## src/rtl/core/pimdc_pkg.sv

```systemverilog
// Types and constants of the PI motor duty controller.
package pimdc_pkg;

   typedef enum logic [10:0] {
      ST_IDLE   = 11'b000_0000_0001,
      ST_PI     = 11'b000_0000_0010,
      ST_ROUND  = 11'b000_0000_0100,
      ST_SUM    = 11'b000_0000_1000,
      ST_LIMIT  = 11'b000_0001_0000,
      ST_DMUL   = 11'b000_0010_0000,
      ST_DSCALE = 11'b000_0100_0000,
      ST_DDIV   = 11'b000_1000_0000,
      ST_LMUL   = 11'b001_0000_0000,
      ST_LDIV   = 11'b010_0000_0000,
      ST_OUT    = 11'b100_0000_0000
   } state_type;

   localparam logic [2:0] CSR_COEF_CURRENT  = 3'd0;
   localparam logic [2:0] CSR_COEF_PREVIOUS = 3'd1;
   localparam logic [2:0] CSR_MIN_DUTY      = 3'd2;
   localparam logic [2:0] CSR_MAX_DUTY      = 3'd3;
   localparam logic [2:0] CSR_PWM_TOP       = 3'd4;

   localparam logic [23:0] COEF_CURRENT_RST  = 24'd4096;
   localparam logic [23:0] COEF_PREVIOUS_RST = 24'd0;
   localparam logic [14:0] MIN_DUTY_RST      = 15'd0;
   localparam logic [6:0]  MAX_DUTY_RST      = 7'd100;
   localparam logic [15:0] PWM_TOP_RST       = 16'd65534;

   localparam logic [6:0] DUTY_CEIL = 7'd100;

   // +/-90 percent in Q8.8
   localparam logic signed [36:0] SAT_HI_WIDE = 37'sd23040;
   localparam logic signed [36:0] SAT_LO_WIDE = -37'sd23040;
   localparam logic signed [15:0] SAT_HI      = 16'sd23040;
   localparam logic signed [15:0] SAT_LO      = -16'sd23040;

   // duty = floor(floor(P * 65534 / 1024) / 2500), level = floor(Y / 65535)
   localparam logic [15:0] DUTY_DIV  = 16'd2500;
   localparam logic [15:0] LEVEL_DIV = 16'd65535;

   localparam logic [43:0] ROUND_BIAS = 44'd128;

   localparam logic [4:0] PI_LAST   = 5'd16;
   localparam logic [4:0] DMUL_LAST = 5'd6;
   localparam logic [4:0] DIGIT_LAST = 5'd15;

endpackage

```

## src/rtl/core/pi_motor_duty_controller_top.sv

```systemverilog
// PI motor duty controller: incremental PI law, kick, saturation and PWM levels.
//
// One word in, one word out. Each word passes from acceptance to the result
// register through a bit-serial multiply-accumulate over the present and
// previous error, rounding, accumulation and limiting, a bit-serial duty
// multiply, a scaling step, a radix-2 divider, a bit-serial level multiply
// and a second divider pass, then the load of the output register. A new word
// is taken only once the previous one has reached the output register; while
// the output stalls, the result waits and no new word is taken.
// Configuration is written through csr_we/csr_index/csr_wdata; the user must
// write it only while idle, as the block itself does not enforce this.
module pi_motor_duty_controller_top (
   input  logic               clock,
   input  logic               reset,
   input  logic               req_valid,
   output logic               req_ready,
   input  logic signed [15:0] req_setpoint,
   input  logic signed [15:0] req_measured,
   output logic               rsp_valid,
   input  logic               rsp_ready,
   output logic signed [15:0] rsp_control,
   output logic               rsp_forward,
   output logic        [15:0] rsp_level_a,
   output logic        [15:0] rsp_level_b,
   input  logic               csr_we,
   input  logic        [2:0]  csr_index,
   input  logic        [23:0] csr_wdata
);

   pimdc_pkg::state_type state_ff, state_in;
   logic [4:0]  cnt_ff, cnt_in;

   logic [23:0] coef_current_ff, coef_current_in;
   logic [23:0] coef_previous_ff, coef_previous_in;
   logic [14:0] min_duty_ff, min_duty_in;
   logic [6:0]  max_duty_ff, max_duty_in;
   logic [15:0] pwm_top_ff, pwm_top_in;

   logic [16:0] last_error_ff, last_error_in;
   logic [15:0] last_control_ff, last_control_in;

   logic        sp_zero_ff, sp_zero_in;
   logic [16:0] e_sh_ff, e_sh_in;
   logic [16:0] le_sh_ff, le_sh_in;
   logic [25:0] acc_hi_ff, acc_hi_in;
   logic [16:0] acc_lo_ff, acc_lo_in;
   logic [35:0] rnd_ff, rnd_in;
   logic [36:0] raw_ff, raw_in;
   logic [15:0] ctl_ff, ctl_in;
   logic [31:0] mul_acc_ff, mul_acc_in;
   logic [31:0] mul_mc_ff, mul_mc_in;
   logic [15:0] mul_mp_ff, mul_mp_in;
   logic [15:0] div_rem_ff, div_rem_in;
   logic [15:0] div_q_ff, div_q_in;

   logic        rsp_valid_ff, rsp_valid_in;
   logic [15:0] rsp_control_ff, rsp_control_in;
   logic        rsp_forward_ff, rsp_forward_in;
   logic [15:0] rsp_level_a_ff, rsp_level_a_in;
   logic [15:0] rsp_level_b_ff, rsp_level_b_in;

   logic [16:0] err;
   logic [25:0] pe;
   logic [25:0] pl;
   logic [25:0] part;
   logic [25:0] part_adj;
   logic [26:0] psum;
   logic [43:0] biased;
   logic [36:0] kick;
   logic [15:0] ctl;
   logic [15:0] ctl_neg;
   logic [14:0] mag;
   logic [21:0] prod_p;
   logic [37:0] scaled;
   logic [31:0] mul_sum;
   logic [15:0] divisor;
   logic [16:0] trial;
   logic [16:0] trial_sub;
   logic        take;
   logic [15:0] q_next;
   logic [6:0]  duty_wr;
   logic        out_free;

   assign req_ready   = (state_ff == pimdc_pkg::ST_IDLE);
   assign rsp_valid   = rsp_valid_ff;
   assign rsp_control = rsp_control_ff;
   assign rsp_forward = rsp_forward_ff;
   assign rsp_level_a = rsp_level_a_ff;
   assign rsp_level_b = rsp_level_b_ff;

   // datapath helpers
   assign err      = {req_setpoint[15], req_setpoint} - {req_measured[15], req_measured};
   assign pe       = e_sh_ff[0] ? {{2{coef_current_ff[23]}}, coef_current_ff} : 26'd0;
   assign pl       = le_sh_ff[0] ? {{2{coef_previous_ff[23]}}, coef_previous_ff} : 26'd0;
   assign part     = pe + pl;
   assign part_adj = (cnt_ff == pimdc_pkg::PI_LAST) ? (26'd0 - part) : part;
   assign psum     = {acc_hi_ff[25], acc_hi_ff} + {part_adj[25], part_adj};
   assign biased   = {acc_hi_ff[25], acc_hi_ff, acc_lo_ff} + pimdc_pkg::ROUND_BIAS;

   assign mul_sum  = mul_acc_ff + (mul_mp_ff[0] ? mul_mc_ff : 32'd0);
   assign prod_p   = mul_acc_ff[21:0];
   assign scaled   = {prod_p, 16'd0} - {15'd0, prod_p, 1'b0};

   assign divisor   = (state_ff == pimdc_pkg::ST_DDIV) ? pimdc_pkg::DUTY_DIV
                                                       : pimdc_pkg::LEVEL_DIV;
   assign trial     = {div_rem_ff, div_q_ff[15]};
   assign take      = (trial >= {1'b0, divisor});
   assign trial_sub = take ? (trial - {1'b0, divisor}) : trial;
   assign q_next    = {div_q_ff[14:0], take};

   assign duty_wr  = (csr_wdata[6:0] > pimdc_pkg::DUTY_CEIL) ? pimdc_pkg::DUTY_CEIL
                                                             : csr_wdata[6:0];
   assign out_free = !rsp_valid_ff || rsp_ready;

   // kick and saturation
   always_comb begin
      if (last_control_ff == 16'd0) begin
         kick = raw_ff[36] ? (37'd0 - {22'd0, min_duty_ff}) : {22'd0, min_duty_ff};
      end else begin
         kick = raw_ff;
      end
      if (sp_zero_ff) begin
         ctl = 16'd0;
      end else if ($signed(kick) > pimdc_pkg::SAT_HI_WIDE) begin
         ctl = pimdc_pkg::SAT_HI;
      end else if ($signed(kick) < pimdc_pkg::SAT_LO_WIDE) begin
         ctl = pimdc_pkg::SAT_LO;
      end else begin
         ctl = kick[15:0];
      end
      ctl_neg = 16'd0 - ctl;
      mag     = ctl[15] ? ctl_neg[14:0] : ctl[14:0];
   end

   always_comb begin
      state_in         = state_ff;
      cnt_in           = cnt_ff;
      coef_current_in  = coef_current_ff;
      coef_previous_in = coef_previous_ff;
      min_duty_in      = min_duty_ff;
      max_duty_in      = max_duty_ff;
      pwm_top_in       = pwm_top_ff;
      last_error_in    = last_error_ff;
      last_control_in  = last_control_ff;
      sp_zero_in       = sp_zero_ff;
      e_sh_in          = e_sh_ff;
      le_sh_in         = le_sh_ff;
      acc_hi_in        = acc_hi_ff;
      acc_lo_in        = acc_lo_ff;
      rnd_in           = rnd_ff;
      raw_in           = raw_ff;
      ctl_in           = ctl_ff;
      mul_acc_in       = mul_acc_ff;
      mul_mc_in        = mul_mc_ff;
      mul_mp_in        = mul_mp_ff;
      div_rem_in       = div_rem_ff;
      div_q_in         = div_q_ff;
      rsp_valid_in     = rsp_valid_ff && !rsp_ready;
      rsp_control_in   = rsp_control_ff;
      rsp_forward_in   = rsp_forward_ff;
      rsp_level_a_in   = rsp_level_a_ff;
      rsp_level_b_in   = rsp_level_b_ff;

      if (csr_we) begin
         case (csr_index)
            pimdc_pkg::CSR_COEF_CURRENT:  coef_current_in  = csr_wdata;
            pimdc_pkg::CSR_COEF_PREVIOUS: coef_previous_in = csr_wdata;
            pimdc_pkg::CSR_MIN_DUTY:      min_duty_in      = csr_wdata[14:0];
            pimdc_pkg::CSR_MAX_DUTY:      max_duty_in      = duty_wr;
            pimdc_pkg::CSR_PWM_TOP:       pwm_top_in       = csr_wdata[15:0];
            default: ;
         endcase
      end

      case (state_ff)
         pimdc_pkg::ST_IDLE: begin
            if (req_valid) begin
               sp_zero_in    = (req_setpoint == 16'sd0);
               e_sh_in       = err;
               le_sh_in      = last_error_ff;
               last_error_in = err;
               acc_hi_in     = 26'd0;
               acc_lo_in     = 17'd0;
               cnt_in        = 5'd0;
               state_in      = pimdc_pkg::ST_PI;
            end
         end
         pimdc_pkg::ST_PI: begin
            acc_hi_in = psum[26:1];
            acc_lo_in = {psum[0], acc_lo_ff[16:1]};
            e_sh_in   = {1'b0, e_sh_ff[16:1]};
            le_sh_in  = {1'b0, le_sh_ff[16:1]};
            cnt_in    = cnt_ff + 5'd1;
            if (cnt_ff == pimdc_pkg::PI_LAST) begin
               state_in = pimdc_pkg::ST_ROUND;
            end
         end
         pimdc_pkg::ST_ROUND: begin
            rnd_in   = biased[43:8];
            state_in = pimdc_pkg::ST_SUM;
         end
         pimdc_pkg::ST_SUM: begin
            raw_in   = {rnd_ff[35], rnd_ff} + {{21{last_control_ff[15]}}, last_control_ff};
            state_in = pimdc_pkg::ST_LIMIT;
         end
         pimdc_pkg::ST_LIMIT: begin
            ctl_in          = ctl;
            last_control_in = ctl;
            mul_acc_in      = 32'd0;
            mul_mc_in       = {17'd0, mag};
            mul_mp_in       = {9'd0, max_duty_ff};
            cnt_in          = 5'd0;
            state_in        = pimdc_pkg::ST_DMUL;
         end
         pimdc_pkg::ST_DMUL: begin
            mul_acc_in = mul_sum;
            mul_mc_in  = {mul_mc_ff[30:0], 1'b0};
            mul_mp_in  = {1'b0, mul_mp_ff[15:1]};
            cnt_in     = cnt_ff + 5'd1;
            if (cnt_ff == pimdc_pkg::DMUL_LAST) begin
               state_in = pimdc_pkg::ST_DSCALE;
            end
         end
         pimdc_pkg::ST_DSCALE: begin
            div_rem_in = {4'd0, scaled[37:26]};
            div_q_in   = scaled[25:10];
            cnt_in     = 5'd0;
            state_in   = pimdc_pkg::ST_DDIV;
         end
         pimdc_pkg::ST_DDIV: begin
            div_rem_in = trial_sub[15:0];
            div_q_in   = q_next;
            cnt_in     = cnt_ff + 5'd1;
            if (cnt_ff == pimdc_pkg::DIGIT_LAST) begin
               mul_acc_in = 32'd0;
               mul_mc_in  = {15'd0, {1'b0, pwm_top_ff} + 17'd1};
               mul_mp_in  = q_next;
               cnt_in     = 5'd0;
               state_in   = pimdc_pkg::ST_LMUL;
            end
         end
         pimdc_pkg::ST_LMUL: begin
            mul_acc_in = mul_sum;
            mul_mc_in  = {mul_mc_ff[30:0], 1'b0};
            mul_mp_in  = {1'b0, mul_mp_ff[15:1]};
            cnt_in     = cnt_ff + 5'd1;
            if (cnt_ff == pimdc_pkg::DIGIT_LAST) begin
               div_rem_in = mul_sum[31:16];
               div_q_in   = mul_sum[15:0];
               cnt_in     = 5'd0;
               state_in   = pimdc_pkg::ST_LDIV;
            end
         end
         pimdc_pkg::ST_LDIV: begin
            div_rem_in = trial_sub[15:0];
            div_q_in   = q_next;
            cnt_in     = cnt_ff + 5'd1;
            if (cnt_ff == pimdc_pkg::DIGIT_LAST) begin
               state_in = pimdc_pkg::ST_OUT;
            end
         end
         pimdc_pkg::ST_OUT: begin
            if (out_free) begin
               rsp_valid_in   = 1'b1;
               rsp_control_in = ctl_ff;
               rsp_forward_in = !ctl_ff[15];
               rsp_level_a_in = ctl_ff[15] ? 16'd0 : div_q_ff;
               rsp_level_b_in = ctl_ff[15] ? div_q_ff : 16'd0;
               state_in       = pimdc_pkg::ST_IDLE;
            end
         end
         default: begin
            state_in = pimdc_pkg::ST_IDLE;
         end
      endcase
   end

   always_ff @(posedge clock) begin
      if (reset) begin
         state_ff         <= pimdc_pkg::ST_IDLE;
         cnt_ff           <= 5'd0;
         coef_current_ff  <= pimdc_pkg::COEF_CURRENT_RST;
         coef_previous_ff <= pimdc_pkg::COEF_PREVIOUS_RST;
         min_duty_ff      <= pimdc_pkg::MIN_DUTY_RST;
         max_duty_ff      <= pimdc_pkg::MAX_DUTY_RST;
         pwm_top_ff       <= pimdc_pkg::PWM_TOP_RST;
         last_error_ff    <= 17'd0;
         last_control_ff  <= 16'd0;
         rsp_valid_ff     <= 1'b0;
      end else begin
         state_ff         <= state_in;
         cnt_ff           <= cnt_in;
         coef_current_ff  <= coef_current_in;
         coef_previous_ff <= coef_previous_in;
         min_duty_ff      <= min_duty_in;
         max_duty_ff      <= max_duty_in;
         pwm_top_ff       <= pwm_top_in;
         last_error_ff    <= last_error_in;
         last_control_ff  <= last_control_in;
         rsp_valid_ff     <= rsp_valid_in;
      end
   end

   always_ff @(posedge clock) begin
      sp_zero_ff     <= sp_zero_in;
      e_sh_ff        <= e_sh_in;
      le_sh_ff       <= le_sh_in;
      acc_hi_ff      <= acc_hi_in;
      acc_lo_ff      <= acc_lo_in;
      rnd_ff         <= rnd_in;
      raw_ff         <= raw_in;
      ctl_ff         <= ctl_in;
      mul_acc_ff     <= mul_acc_in;
      mul_mc_ff      <= mul_mc_in;
      mul_mp_ff      <= mul_mp_in;
      div_rem_ff     <= div_rem_in;
      div_q_ff       <= div_q_in;
      rsp_control_ff <= rsp_control_in;
      rsp_forward_ff <= rsp_forward_in;
      rsp_level_a_ff <= rsp_level_a_in;
      rsp_level_b_ff <= rsp_level_b_in;
   end

`ifndef SYNTHESIS
   a_levels_exclusive: assert property (@(posedge clock) disable iff (reset)
      rsp_valid_ff |-> (rsp_level_a_ff == 16'd0 || rsp_level_b_ff == 16'd0))
      else $error("both channel levels nonzero");

   a_control_saturated: assert property (@(posedge clock) disable iff (reset)
      rsp_valid_ff |-> ($signed(rsp_control_ff) <= pimdc_pkg::SAT_HI &&
                        $signed(rsp_control_ff) >= pimdc_pkg::SAT_LO))
      else $error("control word outside saturation range");

   a_duty_rem_bound: assert property (@(posedge clock) disable iff (reset)
      state_ff == pimdc_pkg::ST_DDIV |-> div_rem_ff < pimdc_pkg::DUTY_DIV)
      else $error("duty divider remainder out of range");

   a_accept_starts_pi: assert property (@(posedge clock) disable iff (reset)
      req_valid && req_ready |=> state_ff == pimdc_pkg::ST_PI && cnt_ff == 5'd0)
      else $error("accepted word did not start the PI multiply");

   a_pi_count_bound: assert property (@(posedge clock) disable iff (reset)
      state_ff == pimdc_pkg::ST_PI |-> cnt_ff <= pimdc_pkg::PI_LAST)
      else $error("PI step counter overran");
`endif

endmodule
```

## config.mk

```make
export PLATFORM = sky130hd
export DESIGN_NAME = pi_motor_duty_controller_top
export DESIGN_NICKNAME = d
export VERILOG_FILES = /design/src/rtl/core/pimdc_pkg.sv /design/src/rtl/core/pi_motor_duty_controller_top.sv
export SDC_FILE = /design/constraint.sdc
export NUM_CORES = 1
export LEC_CHECK = 0
export ABC_CLOCK_PERIOD_IN_PS = 9400
export CELL_PAD_IN_SITES_DETAIL_PLACEMENT = 1
export CELL_PAD_IN_SITES_GLOBAL_PLACEMENT = 2
export CORE_ASPECT_RATIO = 0.8
export CORE_MARGIN = 4
export CORE_UTILIZATION = 42
export DETAILED_ROUTE_END_ITERATION = 16
export DONT_BUFFER_PORTS = 1
export GPL_TIMING_DRIVEN = 1
export PLACE_DENSITY = 0.8
export SLEW_MARGIN = 25
export SYNTH_ARGS = -nofsm -noshare
export SYNTH_HDL_FRONTEND = slang
export SYNTH_SLANG_ARGS = --single-unit
```

## constraint.sdc

```tcl
create_clock -name clock -period 9.4 [get_ports clock]
set_clock_uncertainty 0.1 [all_clocks]
set_input_delay 2.35 -clock clock [delete_from_list [all_inputs] [get_ports clock]]
set_output_delay 2.35 -clock clock [all_outputs]
set_load 0.02 [all_outputs]
```

==> results of run 1 <==
through the flow:
stage	cells	setup slack (ns)	instance area (um2)	hold slack, ns	utilization
final	3776	2.57	30000	0.319	0.467
after floorplan	2906	1.14	27400	0.300	-
after detailed placement	3680	2.62	28300	0.312	0.440
after CTS	3773	2.57	30000	0.323	0.466
after global placement	3680	2.84	28300	0.307	0.440
after global routing	3776	1.94	30000	0.335	0.467
synth_stat cells (42+ instances only):
library cell	n	share of area
nand2_1	455	0.062
edfxtp_1	321	0.35
a21oi_1	239	0.044
nor2_1	205	0.028
ha_1	162	0.074
xnor2_1	162	0.052
and2_1	144	0.033
dfxtp_1	136	0.099
o21ai_0	110	0.020
inv_1	104	0.014
clkbuf_1	88	0.012
xor2_1	78	0.025
a21o_1	54	0.015
nand3_1	52	0.0095
nor3_1	42	0.0077
power by group through the flow:
stage | registers [mW] | logic [mW] | clock network (mW)
3_5_place_dp | 2.53 | 0.760 | 0
4_1_cts | 2.49 | 0.768 | 2.07
6_report | 2.48 | 0.761 | 2.02
2_1_floorplan | 2.48 | 0.569 | 0
5_1_grt | 2.50 | 0.855 | 2.14
3_3_place_gp | 2.52 | 0.733 | 0
cell type report:
cell class,instances,share of cell area
clock inverters,22,0.00754
well taps,850,0.0354
inverters,108,0.0135
flip-flops and latches,457,0.412
multi-input cells,2241,0.476
clock buffers,71,0.0480
repair buffers,27,0.00779
path summary, 6_finish.rpt:
kind	from	endpoint	slack, ns
min reg2reg	ctl_ff[14]	rsp_control[14]	0.32
max reg2reg	e_sh_ff[0]	acc_hi_ff[23]	2.57
min	ctl_ff[14]	rsp_control[14]	0.32
max	e_sh_ff[0]	acc_hi_ff[23]	2.57
kinds of logic after synthesis:
family | after synthesis | synth area share
buffers and inverters | 208 | 0.0287
multiplexers | 8 | 0.00292
AO/OA/AOI/OAI | 688 | 0.161
XOR/XNOR | 240 | 0.0768
flip-flops | 457 | 0.451
adder cells (fa/ha/maj) | 168 | 0.0784
AND/OR/NAND/NOR | 1137 | 0.200
metal layers:
metal,up-vias,global-route usage
li1,10400,-
met1,10800,0.311
met2,399,0.366
met3,96,0.0538
met4,0,0.0496
met5,-,0
registers in the layout, summed over array words and instances, names as in the netlist, 17 cells and up:
name              cells
acc_hi_ff            26
coef_current_ff      24
coef_previous_ff     24
e_sh_ff              17
last_error_ff        17
le_sh_ff             17
mul_acc_ff           32
mul_mc_ff            32
raw_ff               37
rnd_ff               36
==> impl_metrics.yaml, run 1 <==
status:
  status: "finished clean"
critical_path:
  cp.required_ns: 9.60
  crit_path_max_fanout: 24
  cp_num_buf_inv: 1
  crit_top_cell: "a21o_1"
  max_stage_delay_ns: 0.78
  cp_data_arrival_time_ns: 7.03
  endpoint_kind: "flip-flop"
  critical_path_class: "reg2reg"
  cp.depth: 23
  worst_r2r_path_depth: 23
  cpMaxStageDelayCell: "a2111oi_0"
  worstPathCellList: "and2_1 > ha_1 > fa_1 > a21o_1 > a211oi_1 > o22ai_1 > or4_1 > nor3_2 > nor4bb_1 > buf_4 > a21oi_1 > xnor2_1 > ha_1 > a21o_1 > a21o_1 > a21oi_1 > nor2_1 > a2111oi_0 > o31ai_1 > and3_1 > nand2b_1 > xnor2_1 > nor2_1"
  crit_family: "compound AO/OA/AOI/OAI gates"
  cp-start-kind: "flip-flop"
sta:
  min_period_ns: 6.83
  fin_crit_sh: 0.726
  rsz0062_at_grt: "no"
  slew_violations: 0
  setup-tns-final_ns: 0
  worst_slew_pin_slew_ns: 0.968
  finalSetupViolCount: 0
  finalHoldViolCount: 0
  clock.fmax_mhz: 146
  max-slew-margin-rel: 0.353
drt:
  wl_met1_mm: 37.4
  top_layer: "met4"
  via_per_inst: 5.73
  dr.pass1.iters: 5
  drc_errors: 0
  dr_wl_met2_mm: 36.2
  num_vias: 21600
  drt_iter0_markers: 1276
  routedWlPerCell_um: 21.3
  wl_mm: 80.3
  antenna_left: 0
  wl_met3_mm: 5.06
yosys:
  synth_edf_count: 321
  ys.flop_type: "edfxtp_1"
  synth.distinct_cells: 92
  synth_cells: 2906
  ys_warn_count: 0
  ys_seq_area_frac: 0.451
  async_flop_share: 0
  synth.avg_cell_area_um2: 9.42
  synth_nets: 3138
  ys_ff_latch: 457
  syn-cell-area_um2: 27400
power:
  p_leak_nw: 11.7
  clockPowerShare: 0.383
  pwr-share-seq: 0.472
  p_int_mw: 3.80
  comb_power_share: 0.145
  sw_frac_of_total: 0.277
  p_per_area_nw_per_um2: 175
  power.total_mw: 5.26
  ir_drop_v: 0.000129
  p_sw_mw: 1.46
clock_network:
  clk_latency_ns: 0.59
  htree_levels: 2
  postCtsResizedCells: 0
  postCtsHoldBufs: 0
  postCtsSetupBuffers: 0
  cts_buffers: 50
  cts_sinks: 457
  cts-root-buf: "clkbuf_16"
  cts_tree: "built"
  clockBufferDepth: 3
  clk_pin_slew_ns: 0.06
layout:
  num-fill-cells: 7352
  drive_above_1_share: 0.0533
  syn_to_final_growth_pct: 9.71
  final_common_cell: "nand2_1"
  antenna_cells: 0
  seqCellArea_um2: 12400
  fin_nets: 3117
  most-common-layout-cells: "nand2_1, edfxtp_1, a21oi_1"
  multi_input_area_um2: 14300
die:
  core_um2: 64400
  initial_core_util: 0.425
  die_area_um2: 69400
  dieWidth_um: 293
  die_h_um: 236
  io_pins: 115
  row_count: 83
flow_run:
  maxCapViolations: 0
hold_path:
  whs_path_depth: 0
  hp-class: "reg2reg"
grt:
  grt_max_degree: 137
  antenna_found_initial: 2
  grt_usage: 0.227
  overflow: 0
  grt_pass1_wl_mm: 126
  grt_pass1_vias: 22300
placement:
  numPortBuffers: 0
  gp_congestion: 0.839
  hpwlAfterDp_mm: 60.9
Note: power is estimated with default switching activity, not from simulation.
==> run 2: changes to the inputs <==
- ABC_CLOCK_PERIOD_IN_PS: 9400 -> 7100
- clock period: 9.4 -> 7.1 ns (I/O delays scaled with it)
==> run 2 against run 1 <==
Net effect:
- maximum frequency grew 4.5%
- power up 32%
- sequential share of layout area about the same
- largest power group unchanged
- register-to-register slack got worse by 2.0 ns
- critical endpoint unchanged
- final cell count unchanged
- count of clock-buffer cells in the layout fell by 7
- highest routed layer unchanged
- critical path depth shrank 1
- die area is the same
- sequential power is 33% higher
- first-iteration DRC count shrank 3.1%
==> impl_metrics.yaml, run 2 (synthesized netlist as in run 1, its figures left out) <==
clock_network:
  cts_sinks: 457
  postCtsSetupBuffers: 0
  cts_buffers: 50
  htree_levels: 2
  postCtsHoldBufs: 0
  clockBufferDepth: 3
  cts-root-buf: "clkbuf_16"
  clk_pin_slew_ns: 0.06
  clk_latency_ns: 0.60
  postCtsResizedCells: 0
  cts_tree: "built"
sta:
  max-slew-margin-rel: 0.326
  finalHoldViolCount: 0
  finalSetupViolCount: 0
  worst_hold_slack_ns: 0.318
  clock.fmax_mhz: 153
  worst_slew_pin_slew_ns: 1.01
  worst_slack_ns: 0.566
  rsz0062_at_grt: "no"
  slew_violations: 0
  min_period_ns: 6.53
  fin_crit_sh: 0.920
  setup-tns-final_ns: 0
critical_path:
  critical_path_class: "reg2reg"
  cp.required_ns: 7.31
  crit_path_max_fanout: 24
  cp-start-kind: "flip-flop"
  worstPathCellList: "and2_1 > ha_1 > fa_1 > a211oi_2 > o21bai_4 > a41o_4 > a2111oi_2 > or3_1 > nand4_1 > a2111oi_2 > a31oi_1 > xor2_1 > ha_1 > nor3_1 > inv_1 > a2111oi_0 > buf_4 > o31ai_1 > and3_1 > nand2b_1 > xnor2_1 > nor2_1"
  r2r_start: "e_sh_ff[0]"
  endpoint_kind: "flip-flop"
  max_stage_delay_ns: 0.66
  startpoint: "e_sh_ff[0]"
  cp_data_arrival_time_ns: 6.74
  cpMaxStageDelayCell: "edfxtp_1"
layout:
  fin_nets: 3118
  most-common-layout-cells: "nand2_1, edfxtp_1, a21oi_1"
  final_common_cell: "nand2_1"
  drive_above_1_share: 0.0506
  syn_to_final_growth_pct: 9.64
  finalNonFillerCells: 3776
  largestRegisters: "raw_ff x37, rnd_ff x36"
  largest_register_ffs: 37
  top_register: "raw_ff"
placement:
  numPortBuffers: 0
  gp_congestion: 0.852
  dp.cells: 3682
  hpwlAfterDp_mm: 60.8
  dp_slack_ns: 0.595
die:
  die_h_um: 236
  die_area_um2: 69400
  row_count: 83
  io_pins: 115
  dieWidth_um: 293
  initial_core_util: 0.425
  core_um2: 64400
power:
  p_leak_nw: 11.7
  power.total_mw: 6.94
  ir_drop_v: 0.000162
  p_per_area_nw_per_um2: 231
drt:
  num_vias: 21600
  dr.pass1.iters: 7
  routedWlPerCell_um: 21.3
  via_per_inst: 5.72
  antenna_left: 0
  drt_iter0_markers: 1237
  drc_errors: 0
  wl_mm: 80.3
grt:
  grt_pass1_wl_mm: 127
  antenna_found_initial: 1
  grt_max_degree: 137
  grt_pass1_vias: 22400
  overflow: 0
  grt_usage: 0.228
hold_path:
  hp-class: "reg2reg"
  hp-start: "ctl_ff[1]"
status:
  status: "finished clean"
flow_run:
  maxCapViolations: 0
## run 2: changes by cell type in the layout (fill, tap and decap cells not counted), moves of 2 or more
cell | before | now
clkbuf_8 | 9 | 3
clkinvlp_4 | 1 | 4
clkinv_2 | 10 | 7
clkinv_1 | 4 | 11
inv_6 | 3 | 1
bufinv_16 | 4 | 6
## run 2: critical path: cells and delay by family, from the launching register on
kind                       cells  cell delay (ns)
AOI/OAI and AO/OA              8             2.49
and+or+nand+nor                7             1.42
adders and majority gates      3             0.96
DFF                            1             0.66
xor gates and xnor gates       2             0.35
buffers and inverters          2             0.29
## run 2: layer usage
layer,vias to the layer above,wire (um),GRT usage
met2,323,37700,0.379
met4,0,1140,0.0415
met1,10800,37500,0.312
li1,10400,-,-
met5,-,0,0
met3,78,4000,0.0446
## run 2: area by class of cell
type,instances,area (um2)
tap,850,1060
sequential,457,12400
multi-input combinational,2241,14300
timing repair buffer,28,241
fill,7309,34400
clock buffer,64,1360
clock inverter,27,288
inverter,108,405
antenna,1,2.50
## run 2: power by group
| part | switching, mW | internal (mW) | total [mW] | leakage, nW |
|---|---|---|---|---|
| clock | 1.09 | 1.56 | 2.65 | 0.793 |
| combinational | 0.657 | 0.351 | 1.01 | 6.87 |
| sequential | 0.170 | 3.12 | 3.29 | 4.02 |
| total | 1.91 | 5.03 | 6.94 | 11.7 |
## run 2: per-stage QoR
step | utilization | area, um2
after floorplan | - | 27400
after global placement | 0.440 | 28300
after detailed placement | 0.440 | 28300
after CTS | 0.466 | 30000
after global routing | 0.466 | 30000
final | 0.466 | 30000
## run 2: path summary, 6_finish.rpt
path / end / slack [ns] / cells after the start
worst max-delay path: acc_hi_ff[23] / 0.57 / 22
worst min-delay path: rsp_control[1] / 0.32 / 0
worst max register to register: acc_hi_ff[23] / 0.57 / 22
worst min register to register: rsp_control[1] / 0.32 / 0
